[src/hw/rtl/dsat_pkg.sv]
// ----------------------------------------------------------------------------
// dsat_pkg
// Shared types, codes and defaults for the delivery sequence tracker.
// ----------------------------------------------------------------------------
package dsat_pkg;

    // Field widths.
    localparam int SEQ_W  = 32;
    localparam int AGE_W  = 16;
    localparam int OP_W   = 3;
    localparam int KIND_W = 3;

    // Default table depths.
    localparam int PEND_DEPTH_DEF = 16;
    localparam int ACK_DEPTH_DEF  = 16;

    // Timeout value after reset.
    localparam logic [AGE_W-1:0] TIMEOUT_RESET = 16'd1000;

    // Operation codes.
    localparam logic [OP_W-1:0] OP_SEND_NEXT   = 3'd0;
    localparam logic [OP_W-1:0] OP_SEND_FORCED = 3'd1;
    localparam logic [OP_W-1:0] OP_RECEIVE     = 3'd2;
    localparam logic [OP_W-1:0] OP_ACK         = 3'd3;
    localparam logic [OP_W-1:0] OP_TICK        = 3'd4;
    localparam logic [OP_W-1:0] OP_FLUSH       = 3'd5;
    localparam logic [OP_W-1:0] OP_CLEAR       = 3'd6;

    // Result kinds.
    localparam logic [KIND_W-1:0] KIND_ASSIGNED  = 3'd0;
    localparam logic [KIND_W-1:0] KIND_ACCEPTED  = 3'd1;
    localparam logic [KIND_W-1:0] KIND_DISCARDED = 3'd2;
    localparam logic [KIND_W-1:0] KIND_SUCCESS   = 3'd3;
    localparam logic [KIND_W-1:0] KIND_FAILURE   = 3'd4;
    localparam logic [KIND_W-1:0] KIND_ACK_ENTRY = 3'd5;
    localparam logic [KIND_W-1:0] KIND_PEND_FULL = 3'd6;
    localparam logic [KIND_W-1:0] KIND_ACKQ_FULL = 3'd7;

    // Contents of one pending cell.
    typedef struct packed {
        logic             valid;
        logic [SEQ_W-1:0] seq;
        logic [AGE_W-1:0] age;
    } pend_entry_t;

    // Controls broadcast to every pending cell.
    typedef struct packed {
        logic shift;
        logic clr;
    } pend_ctrl_t;

endpackage

[src/hw/rtl/dsat_pend_cell.sv]
// ----------------------------------------------------------------------------
// dsat_pend_cell
// One pending-delivery cell: valid flag, sequence number and age. It takes
// its neighbor's contents on a shift, or a new entry on a load; a clear drops valid.
// ----------------------------------------------------------------------------
module dsat_pend_cell
    import dsat_pkg::*;
(
    input  logic             clk,
    input  logic             rst_n,
    input  pend_ctrl_t       ctrl,
    input  logic             load,
    input  logic [SEQ_W-1:0] wr_seq,
    input  pend_entry_t      nb,
    output pend_entry_t      cur
);

    logic             valid_reg;
    logic [SEQ_W-1:0] seq_reg;
    logic [AGE_W-1:0] age_reg;

    // The valid flag is control state and is cleared by reset.
    always_ff @(posedge clk or negedge rst_n)
    begin
        if (!rst_n)
        begin
            valid_reg <= 1'b0;
        end
        else if (ctrl.clr)
        begin
            valid_reg <= 1'b0;
        end
        else if (ctrl.shift)
        begin
            valid_reg <= nb.valid;
        end
        else if (load)
        begin
            valid_reg <= 1'b1;
        end
    end

    // Number and age are only meaningful while the entry is valid.
    always_ff @(posedge clk)
    begin
        if (ctrl.shift)
        begin
            seq_reg <= nb.seq;
            age_reg <= nb.age;
        end
        else if (load)
        begin
            seq_reg <= wr_seq;
            age_reg <= '0;
        end
    end

    assign cur.valid = valid_reg;
    assign cur.seq   = seq_reg;
    assign cur.age   = age_reg;

endmodule

[src/hw/rtl/dsat_ack_cell.sv]
// ----------------------------------------------------------------------------
// dsat_ack_cell
// One acknowledgement queue cell. It holds a received number and moves it
// one place toward the head on a shift.
// ----------------------------------------------------------------------------
module dsat_ack_cell
    import dsat_pkg::*;
(
    input  logic             clk,
    input  logic             shift,
    input  logic             load,
    input  logic [SEQ_W-1:0] wr_seq,
    input  logic [SEQ_W-1:0] nb_seq,
    output logic [SEQ_W-1:0] seq
);

    logic [SEQ_W-1:0] seq_reg;

    // Validity of the cell is tracked by the fill count in the top level.
    always_ff @(posedge clk)
    begin
        if (shift)
        begin
            seq_reg <= nb_seq;
        end
        else if (load)
        begin
            seq_reg <= wr_seq;
        end
    end

    assign seq = seq_reg;

endmodule

[src/hw/rtl/delivery_seq_ack_tracker_core.sv]
// ----------------------------------------------------------------------------
// delivery_seq_ack_tracker_core
// Send, send-forced and receive run through execute and finish; ack and tick
// add a pass that turns the pending cell ring once; flush adds one queue shift
// per result plus the empty check. Clear and the unused code go back to idle
// from execute and give no result. One item is in work at a time; output
// stalls can hold the sequencer. Reset clears numbering, valid flags, queue
// count and sets timeout to 1000.
// ----------------------------------------------------------------------------
module delivery_seq_ack_tracker_core
    import dsat_pkg::*;
#(
    parameter int PENDING_DEPTH = PEND_DEPTH_DEF,
    parameter int ACK_DEPTH     = ACK_DEPTH_DEF
)
(
    input  logic              clk,
    input  logic              rst_n,
    input  logic              cfg_wr_en,
    input  logic [AGE_W-1:0]  cfg_wr_data,
    input  logic              in_valid,
    output logic              in_stall,
    input  logic [OP_W-1:0]   op,
    input  logic [SEQ_W-1:0]  seq_in,
    output logic              out_valid,
    input  logic              out_stall,
    output logic [KIND_W-1:0] kind,
    output logic [SEQ_W-1:0]  seq_out,
    output logic              last
);

    localparam int CNT_W  = $clog2(PENDING_DEPTH);
    localparam int ACNT_W = $clog2(ACK_DEPTH + 1);

    // Sequencer states.
    localparam logic [2:0] S_IDLE  = 3'd0;
    localparam logic [2:0] S_EXEC  = 3'd1;
    localparam logic [2:0] S_SCAN  = 3'd2;
    localparam logic [2:0] S_FLUSH = 3'd3;
    localparam logic [2:0] S_FIN   = 3'd4;

    logic [2:0]        state_reg,     state_next;
    logic [OP_W-1:0]   op_reg;
    logic [SEQ_W-1:0]  seq_reg;
    logic [SEQ_W-1:0]  expected_reg,  expected_next;
    logic [ACNT_W-1:0] ack_count_reg, ack_count_next;
    logic [CNT_W-1:0]  scan_cnt_reg,  scan_cnt_next;
    logic [AGE_W-1:0]  timeout_reg;
    logic              car_valid_reg, car_valid_next;
    logic [KIND_W-1:0] car_kind_reg,  car_kind_next;
    logic [SEQ_W-1:0]  car_seq_reg,   car_seq_next;
    logic              out_valid_reg, out_valid_next;
    logic [KIND_W-1:0] out_kind_reg,  out_kind_next;
    logic [SEQ_W-1:0]  out_seq_reg,   out_seq_next;
    logic              out_last_reg,  out_last_next;

    pend_entry_t              pend_cur  [PENDING_DEPTH];
    pend_entry_t              pend_nb   [PENDING_DEPTH];
    logic [PENDING_DEPTH-1:0] pend_valid_vec;
    logic [PENDING_DEPTH-1:0] free_oh;
    logic                     any_free;
    pend_ctrl_t               pend_ctrl;
    logic                     send_write;
    logic [SEQ_W-1:0]         send_seq;
    pend_entry_t              head_proc;

    logic [SEQ_W-1:0] ack_cur [ACK_DEPTH];
    logic             ack_shift;
    logic             rx_write;
    logic             ack_full;

    logic              out_free;
    logic              take;
    logic [KIND_W-1:0] emit_kind;
    logic [SEQ_W-1:0]  emit_seq;
    logic              head_hit;
    logic              head_fail;
    logic [AGE_W-1:0]  age_inc;

    // Pending cell ring: each cell hands its contents to the next lower one,
    // and the head's updated contents wrap around into the highest cell.
    genvar gi;
    generate
        for (gi = 0; gi < PENDING_DEPTH; gi++)
        begin : g_pend
            assign pend_valid_vec[gi] = pend_cur[gi].valid;
            if (gi == PENDING_DEPTH - 1)
            begin : g_wrap
                assign pend_nb[gi] = head_proc;
            end
            else
            begin : g_link
                assign pend_nb[gi] = pend_cur[gi + 1];
            end
            dsat_pend_cell u_cell (
                .clk    (clk),
                .rst_n  (rst_n),
                .ctrl   (pend_ctrl),
                .load   (send_write & free_oh[gi]),
                .wr_seq (send_seq),
                .nb     (pend_nb[gi]),
                .cur    (pend_cur[gi])
            );
        end
    endgenerate

    // Acknowledgement queue chain: entries move toward the head on a flush.
    generate
        for (gi = 0; gi < ACK_DEPTH; gi++)
        begin : g_ack
            dsat_ack_cell u_cell (
                .clk    (clk),
                .shift  (ack_shift),
                .load   (rx_write && (ack_count_reg == ACNT_W'(gi))),
                .wr_seq (seq_reg),
                .nb_seq ((gi == ACK_DEPTH - 1) ? ack_cur[gi] : ack_cur[(gi + 1) % ACK_DEPTH]),
                .seq    (ack_cur[gi])
            );
        end
    endgenerate

    // Lowest free pending slot as a one-hot vector.
    assign free_oh  = ~pend_valid_vec & (pend_valid_vec + PENDING_DEPTH'(1));
    assign any_free = ~&pend_valid_vec;
    assign ack_full = (ack_count_reg == ACNT_W'(ACK_DEPTH));
    assign send_seq = (op_reg == OP_SEND_NEXT) ? expected_reg : seq_reg;

    // Update of the head cell during an ack or tick pass.
    always_comb
    begin
        age_inc   = (pend_cur[0].age == '1) ? pend_cur[0].age : pend_cur[0].age + AGE_W'(1);
        head_hit  = pend_cur[0].valid && (pend_cur[0].seq == seq_reg);
        head_fail = pend_cur[0].valid && (age_inc > timeout_reg);
        head_proc = pend_cur[0];
        if (op_reg == OP_TICK)
        begin
            head_proc.valid = pend_cur[0].valid && !head_fail;
            head_proc.age   = age_inc;
        end
        else
        begin
            head_proc.valid = pend_cur[0].valid && !head_hit;
        end
    end

    assign out_free = !out_valid_reg || !out_stall;
    assign in_stall = (state_reg != S_IDLE);

    // Sequencer. A finished result waits in the carry register until the
    // next one appears (not last) or the item ends (last).
    always_comb
    begin
        state_next     = state_reg;
        expected_next  = expected_reg;
        ack_count_next = ack_count_reg;
        scan_cnt_next  = scan_cnt_reg;
        car_valid_next = car_valid_reg;
        car_kind_next  = car_kind_reg;
        car_seq_next   = car_seq_reg;
        out_valid_next = out_valid_reg && out_stall;
        out_kind_next  = out_kind_reg;
        out_seq_next   = out_seq_reg;
        out_last_next  = out_last_reg;
        pend_ctrl      = '0;
        send_write     = 1'b0;
        rx_write       = 1'b0;
        ack_shift      = 1'b0;
        take           = 1'b0;
        emit_kind      = KIND_ASSIGNED;
        emit_seq       = seq_reg;

        unique case (state_reg)
            S_IDLE:
            begin
                if (in_valid)
                begin
                    state_next = S_EXEC;
                end
            end
            S_EXEC:
            begin
                unique case (op_reg) inside
                    OP_SEND_NEXT, OP_SEND_FORCED:
                    begin
                        take       = 1'b1;
                        emit_seq   = send_seq;
                        emit_kind  = any_free ? KIND_ASSIGNED : KIND_PEND_FULL;
                        send_write = any_free;
                        if (any_free && (op_reg == OP_SEND_NEXT))
                        begin
                            expected_next = expected_reg + SEQ_W'(1);
                        end
                        state_next = S_FIN;
                    end
                    OP_RECEIVE:
                    begin
                        if (!ack_full || out_free)
                        begin
                            if (ack_full)
                            begin
                                out_valid_next = 1'b1;
                                out_kind_next  = KIND_ACKQ_FULL;
                                out_seq_next   = seq_reg;
                                out_last_next  = 1'b0;
                            end
                            else
                            begin
                                rx_write       = 1'b1;
                                ack_count_next = ack_count_reg + ACNT_W'(1);
                            end
                            take = 1'b1;
                            if (seq_reg >= expected_reg)
                            begin
                                expected_next = seq_reg + SEQ_W'(1);
                                emit_kind     = KIND_ACCEPTED;
                            end
                            else
                            begin
                                emit_kind = KIND_DISCARDED;
                            end
                            state_next = S_FIN;
                        end
                    end
                    OP_ACK, OP_TICK:
                    begin
                        state_next = S_SCAN;
                    end
                    OP_FLUSH:
                    begin
                        state_next = S_FLUSH;
                    end
                    OP_CLEAR:
                    begin
                        pend_ctrl.clr  = 1'b1;
                        expected_next  = '0;
                        ack_count_next = '0;
                        state_next     = S_IDLE;
                    end
                    default:
                    begin
                        state_next = S_IDLE;
                    end
                endcase
            end
            S_SCAN:
            begin
                // One cell reaches the head per step; a full turn restores order.
                emit_kind = (op_reg == OP_TICK) ? KIND_FAILURE : KIND_SUCCESS;
                emit_seq  = pend_cur[0].seq;
                if ((op_reg == OP_TICK) ? head_fail : head_hit)
                begin
                    take = !car_valid_reg || out_free;
                end
                if (take || !((op_reg == OP_TICK) ? head_fail : head_hit))
                begin
                    pend_ctrl.shift = 1'b1;
                    if (scan_cnt_reg == CNT_W'(PENDING_DEPTH - 1))
                    begin
                        scan_cnt_next = '0;
                        state_next    = S_FIN;
                    end
                    else
                    begin
                        scan_cnt_next = scan_cnt_reg + CNT_W'(1);
                    end
                end
            end
            S_FLUSH:
            begin
                emit_kind = KIND_ACK_ENTRY;
                emit_seq  = ack_cur[0];
                if (ack_count_reg == '0)
                begin
                    state_next = S_FIN;
                end
                else if (!car_valid_reg || out_free)
                begin
                    take           = 1'b1;
                    ack_shift      = 1'b1;
                    ack_count_next = ack_count_reg - ACNT_W'(1);
                end
            end
            S_FIN:
            begin
                if (!car_valid_reg)
                begin
                    state_next = S_IDLE;
                end
                else if (out_free)
                begin
                    out_valid_next = 1'b1;
                    out_kind_next  = car_kind_reg;
                    out_seq_next   = car_seq_reg;
                    out_last_next  = 1'b1;
                    car_valid_next = 1'b0;
                    state_next     = S_IDLE;
                end
            end
            default:
            begin
                state_next = S_IDLE;
            end
        endcase

        // A new result moves the waiting one out as a non-final result.
        if (take)
        begin
            if (car_valid_reg)
            begin
                out_valid_next = 1'b1;
                out_kind_next  = car_kind_reg;
                out_seq_next   = car_seq_reg;
                out_last_next  = 1'b0;
            end
            car_valid_next = 1'b1;
            car_kind_next  = emit_kind;
            car_seq_next   = emit_seq;
        end
    end

    // Control registers.
    always_ff @(posedge clk or negedge rst_n)
    begin
        if (!rst_n)
        begin
            state_reg     <= S_IDLE;
            expected_reg  <= '0;
            ack_count_reg <= '0;
            scan_cnt_reg  <= '0;
            timeout_reg   <= TIMEOUT_RESET;
            car_valid_reg <= 1'b0;
            out_valid_reg <= 1'b0;
        end
        else
        begin
            state_reg     <= state_next;
            expected_reg  <= expected_next;
            ack_count_reg <= ack_count_next;
            scan_cnt_reg  <= scan_cnt_next;
            car_valid_reg <= car_valid_next;
            out_valid_reg <= out_valid_next;
            if (cfg_wr_en)
            begin
                timeout_reg <= cfg_wr_data;
            end
        end
    end

    // Payload registers.
    always_ff @(posedge clk)
    begin
        if (in_valid && !in_stall)
        begin
            op_reg  <= op;
            seq_reg <= seq_in;
        end
        car_kind_reg <= car_kind_next;
        car_seq_reg  <= car_seq_next;
        out_kind_reg <= out_kind_next;
        out_seq_reg  <= out_seq_next;
        out_last_reg <= out_last_next;
    end

    assign out_valid = out_valid_reg;
    assign kind      = out_kind_reg;
    assign seq_out   = out_seq_reg;
    assign last      = out_last_reg;

    // The queue fill count never passes the queue depth.
    a_ack_count_range: assert property (@(posedge clk) disable iff (!rst_n)
        ack_count_reg <= ACNT_W'(ACK_DEPTH))
        else $error("ack queue count beyond depth");

    // No result is left waiting once the sequencer is idle.
    a_idle_carry_empty: assert property (@(posedge clk) disable iff (!rst_n)
        (state_reg == S_IDLE) |-> !car_valid_reg)
        else $error("result left in carry register at idle");

    // The pass counter rests at zero outside a pass.
    a_scan_cnt_rest: assert property (@(posedge clk) disable iff (!rst_n)
        (state_reg != S_SCAN) |-> (scan_cnt_reg == '0))
        else $error("pass counter not at rest");

    // A send that finds a free slot adds exactly one pending entry.
    a_send_fills_one: assert property (@(posedge clk) disable iff (!rst_n)
        (state_reg == S_EXEC && any_free &&
         (op_reg == OP_SEND_NEXT || op_reg == OP_SEND_FORCED))
        |=> ($countones(pend_valid_vec) == $past($countones(pend_valid_vec)) + 1))
        else $error("send did not add one pending entry");

endmodule

[config.mk]
export PLATFORM = sky130hd
export DESIGN_NAME = delivery_seq_ack_tracker_core
export DESIGN_NICKNAME = d
export VERILOG_FILES = /design/src/hw/rtl/dsat_pkg.sv /design/src/hw/rtl/dsat_pend_cell.sv /design/src/hw/rtl/dsat_ack_cell.sv /design/src/hw/rtl/delivery_seq_ack_tracker_core.sv
export SDC_FILE = /design/constraint.sdc
export NUM_CORES = 2
export LEC_CHECK = 0
export BUFFER_PORTS_ARGS = -buffer_cell sky130_fd_sc_hd__buf_2
export CELL_PAD_IN_SITES_DETAIL_PLACEMENT = 0
export CELL_PAD_IN_SITES_GLOBAL_PLACEMENT = 1
export CORE_MARGIN = 5
export CORE_UTILIZATION = 24
export DETAILED_ROUTE_END_ITERATION = 6
export PLACE_DENSITY_LB_ADDON = 0.1
export SKIP_CTS_REPAIR_TIMING = 1
export SLEW_MARGIN = 20
export SYNTH_ARGS = -nofsm -noshare
export SYNTH_HDL_FRONTEND = slang
export SYNTH_HIERARCHICAL = 1
export SYNTH_SLANG_ARGS = --single-unit
[constraint.sdc]
create_clock -name clk -period 10 [get_ports clk]
set_input_delay 0 -clock clk [delete_from_list [all_inputs] [get_ports clk]]
set_output_delay 0 -clock clk [all_outputs]
set_load 0.03 [all_outputs]
Word-level counts from Yosys, hierarchy flattened. Index checks and enable logic that the tools add are counted.

$lt $le $gt $ge: 2. $add $sub $neg: 7. Reductions and logical operators: 98. Muxes and demuxes: 229. Bitwise gates (word level): 19. Equality and inequality tests: 42.

Operators by type and width (count): two-way mux 32 bit (74); two-way mux 16 bit (34); case mux 32 bit (3 select lines) (2); two-way mux 1 bit (84); nonzero test 2 bit (33); adder 32 x 1 -> 32 bit (second input constant) (2); case mux 32 bit (2 select lines) (1); nonzero test 3 bit (18); two-way mux 3 bit (17); equality test 5 x 4 -> 1 bit (second input constant) (8); adder 16 x 1 -> 16 bit (second input constant) (2); equality test 32 bit (1); greater-or-equal comparator 32 bit (1); logical AND 1 bit (23); equality test 5 x 3 -> 1 bit (second input constant) (4); two-way mux 5 bit (4); case mux 5 bit (2 select lines) (2); AND 1 bit (16); AND 16 bit (1); equality test 16 bit (second input constant) (1); greater-than comparator 16 bit (1); NOT 16 bit (1); AND reduction 16 bit (1); case mux 3 bit (5 select lines) (1); other kinds (29) (65).

Bits in registers: 1464. Output and inout port bits: 38. Word-level logic and storage cells: 475.

Longest topological paths before layout.
Word-level depth: 12. Depth in mapped cells: 24. Mapped depth without buffers: 19.

Hierarchy. The synthesis kept the hierarchy.

By module, submodules not included: dsat_pend_cell (area each 2160.8 µm², cells each 108, seq. area each 1466.4 µm², times used 16); dsat_ack_cell (area each 1507.7 µm², cells each 69, seq. area each 960.9 µm², times used 16); delivery_seq_ack_tracker_core (area each 12859.8 µm², cells each 1596, seq. area each 4381.7 µm², times used 1).

Least setup slack after synthesis. OpenSTA, ideal clock, no wires.

Path type: register to register. Start: register g_pend[0].u_cell.age_reg[3]. End: register g_pend[0].u_cell.age_reg[0], enable pin. Cell stages (with the launch flop): 23. Data required time: 9592 ps. Arrival: 5668 ps. Clock period less this slack: 6076 ps. Slack: 3924 ps. Cell sequence: edfxtp_1 -> clkbuf_1 -> and4_1 -> and3_1 -> nand2_1 -> nor3_1 -> nand4_1 -> clkbuf_1 -> and4_1 -> buf_2 -> nand2_1 -> xnor2_1 -> ha_1 -> nand4_1 -> or2_2 -> o311a_1 -> o21ai_0 -> a21oi_1 -> nand2b_1 -> inv_1 -> buf_6 -> buf_6 -> or2_1.

RTL lines: from (decl) (line dsat_pend_cell.sv:20) `logic [AGE_W-1:0] age_reg;`; from (signal assigned) (line dsat_pend_cell.sv:49) `age_reg <= nb.age;`.

==> out/qor.csv <==
metric,value,unit
path_class,reg2reg,
cts_tree,yes,
multiInputGateArea,0.0249,sq mm
drive_gt1_frac,0.327,
synthFlopType,edfxtp_1,
hold_viol,0,
synthCells,4428,
io_buffers,93,
synth_edf_count,1350,
grt_max_degree,238,
die-width,556,um
htreeDepth,4,
drc,0,
p_int,17.0,mW
hold_slack,0.0276,ns
power.share.clock,0.261,
synth-seq-cells,1464,
first_pass_iters,5,
placeableCoreArea,0.297,sq mm
p_sw_frac,0.329,
viasPerCell,4.33,
reg2reg_slack,2.43,ns
period_share,0.757,
seqCellArea,0.0432,sq mm
dieArea,0.309,sq mm
max_slew.worst_pin.slew,1.33,ns
wl,217,mm
cp-start-kind,register,
p_seq_frac,0.409,
total_power,25.3,mW
path_clk_slew,0.06,ns
initial_utilization,0.241,
final.setup.tns,0,ns
cts_buffers,188,
rsz0062_at_grt,false,
dpl.hpwl,133,mm
clock_path_buffers,4,
clock_sinks,1464,
drt-wirelength-per-cell,24.8,um
p_leak,29.5,nW
grt_pass1_wl,304,mm
p_per_area,308,mW/mm^2
pwr-share-comb,0.330,
syn-num-nets,4541,
crit_required,10.47,ns
clock_latency,0.85,ns
period_needed,7.57,ns
timing.critical_path.arrival,8.04,ns
post-route-util,0.277,
grt_pass1_vias,38424,
overflow,0,
final_area,0.0822,sq mm
skew,0.0687,ns
drtIter0Drc,2593,
syn_to_final_growth,14.8,%
core.rowCount,200,
antenna_left,0,
cts-root-buf,clkbuf_16,
place_area,0.0749,sq mm
antenna_found_initial,29,
num_vias,37947,
yosys_warnings,6,
fillers,30158,
fmax,132,MHz
ios,94,
relSlewSlack,0.111,
ys_seq_area_frac,0.604,
async_flop_share,0.0533,
setup_viol,0,
slew_violations,0,
fp.dieH,556,um
place_congestion,0.742,
maxCapViolations,0,
worstPathMaxFanout,127,
irDropWorstVdd,0.175,mV
grt_usage,0.136,
synth.distinct_cells,75,
critPathCaptureType,register,
syn_avg_cell_area,16.2,sq um
status,"finished, final reports clean",
p_sw,8.32,mW
hold_path.class,in2reg,
nets,4786,
syn_area,0.0716,sq mm
==> synth_stat cells (all sizes together) (14+ instances only) <==
cell | number | share of area
a21oi | 122 | 0.0086
a31oi | 52 | 0.0045
and2 | 278 | 0.024
and3 | 15 | 0.0013
buf | 199 | 0.039
clkbuf | 101 | 0.0053
dfrtp | 72 | 0.025
dfxtp | 36 | 0.010
edfxtp | 1350 | 0.57
ha | 57 | 0.010
inv | 97 | 0.0051
mux2 | 1058 | 0.22
mux2i | 33 | 0.0046
nand2 | 197 | 0.010
nand3 | 88 | 0.0064
nand4 | 27 | 0.0024
nor2 | 114 | 0.0061
nor2b | 23 | 0.0020
nor3 | 68 | 0.0048
nor4 | 15 | 0.0013
o21ai | 117 | 0.0082
o22a | 21 | 0.0026
o311a | 33 | 0.0046
o31ai | 14 | 0.0015
o32a | 18 | 0.0025
or2 | 37 | 0.0032
xnor2 | 27 | 0.0033
xor2 | 33 | 0.0040
==> critical path, stage by stage (launching register included) <==
cell and delay, ns:
edfxtp_1 0.52, and4_1 0.35, and3_1 0.27, nand2_1 0.13
nor3_1 0.36, nand4_1 0.45, and4_1 0.51, nand2_1 0.13
xnor2_1 0.15, ha_1 0.29, a21o_1 0.18, a21o_1 0.18
a21oi_1 0.21, o21ai_0 0.10, o21ai_0 0.50, a21oi_1 0.26
nand2b_1 0.34, inv_8 0.75, or2_2 0.96, buf_4 0.46
==> final cells by class <==
class / count / share of cell area
sequential: 1464 / 0.526
multi-input combinational: 2567 / 0.303
clock buffer: 240 / 0.0603
tap: 3939 / 0.0600
timing repair buffer: 355 / 0.0348
clock inverter: 99 / 0.0110
inverter: 97 / 0.00452
antenna: 11 / 0.000335
==> per-layer routing <==
| layer | vias up | wire (um) | GRT usage |
|---|---|---|---|
| met5 | - | 0 | 0 |
| met4 | 0 | 5410 | 0.0365 |
| met3 | 260 | 10900 | 0.0237 |
| met2 | 856 | 89600 | 0.193 |
| met1 | 19619 | 111000 | 0.210 |
| li1 | 17212 | - | - |
==> cell families (layout without fill, tap and decap cells) <==
group,Yosys count,count (layout),share of synthesized area
AO/OA/AOI/OAI,444,444,0.0400
flip-flops,1464,1464,0.604
other,0,11,0
buffers and inverters,397,791,0.0494
multiplexers,1091,1091,0.221
AND/OR/NAND/NOR,915,915,0.0678
adder cells (fa/ha/maj),57,57,0.00997
XOR/XNOR,60,60,0.00734
==> layout by cell type (no fill, tap or decap), drive strengths merged, types with 12 or more instances in the layout <==
cell type and instances:
nor4 15, nor3 68, nand2 197, mux2i 33, dfrtp 72, xor2 33
edfxtp 1350, ha 57, nor2 114, o31ai 14, inv 104, clkbuf 240
mux2 1058, a21oi 122, and3 15, xnor2 27, dlygate4sd3 135, o22a 21
o311a 33, o21ai 117, and2 278, a21o 12, a31oi 52, bufinv 14
clkinv 74, nand3 88, nand4 27, dfxtp 36, nor2b 23, buf 220
o32a 18, or2 37
==> per-stage QoR <==
| step | setup WS, ns | instances |
|---|---|---|
| global placement | 2.35 | 8286 |
| detailed placement | 2.37 | 8286 |
| global route | 1.72 | 8762 |
| floorplan | 3.92 | 4428 |
| CTS | 2.22 | 8625 |
| finish | 2.43 | 8772 |
==> path summary, 6_finish.rpt <==
kind                       cells past startpoint                   startpoint                           end
max                                           19  g_pend[0].u_cell/age_reg[3]  g_pend[0].u_cell/seq_reg[10]
min                                            2                        op[0]                     op_reg[0]
max reg2reg                                   19  g_pend[0].u_cell/age_reg[3]  g_pend[0].u_cell/seq_reg[10]
min reg2reg                                    2              car_kind_reg[0]                       kind[0]
max in group asynchronous                      4                        rst_n               expected_reg[8]
min in group asynchronous                      3                        rst_n                timeout_reg[3]
==> power by group through the flow <==
stage	Sequential, mW	Clock, mW	Combinational, mW
after floorplan	10.0	0	6.56
after global placement	10.5	0	8.39
after detailed placement	10.5	0	8.45
after CTS	10.4	6.89	8.48
after global routing	10.5	7.13	8.99
final	10.3	6.60	8.34
Note: power is estimated with default switching activity, not from simulation.
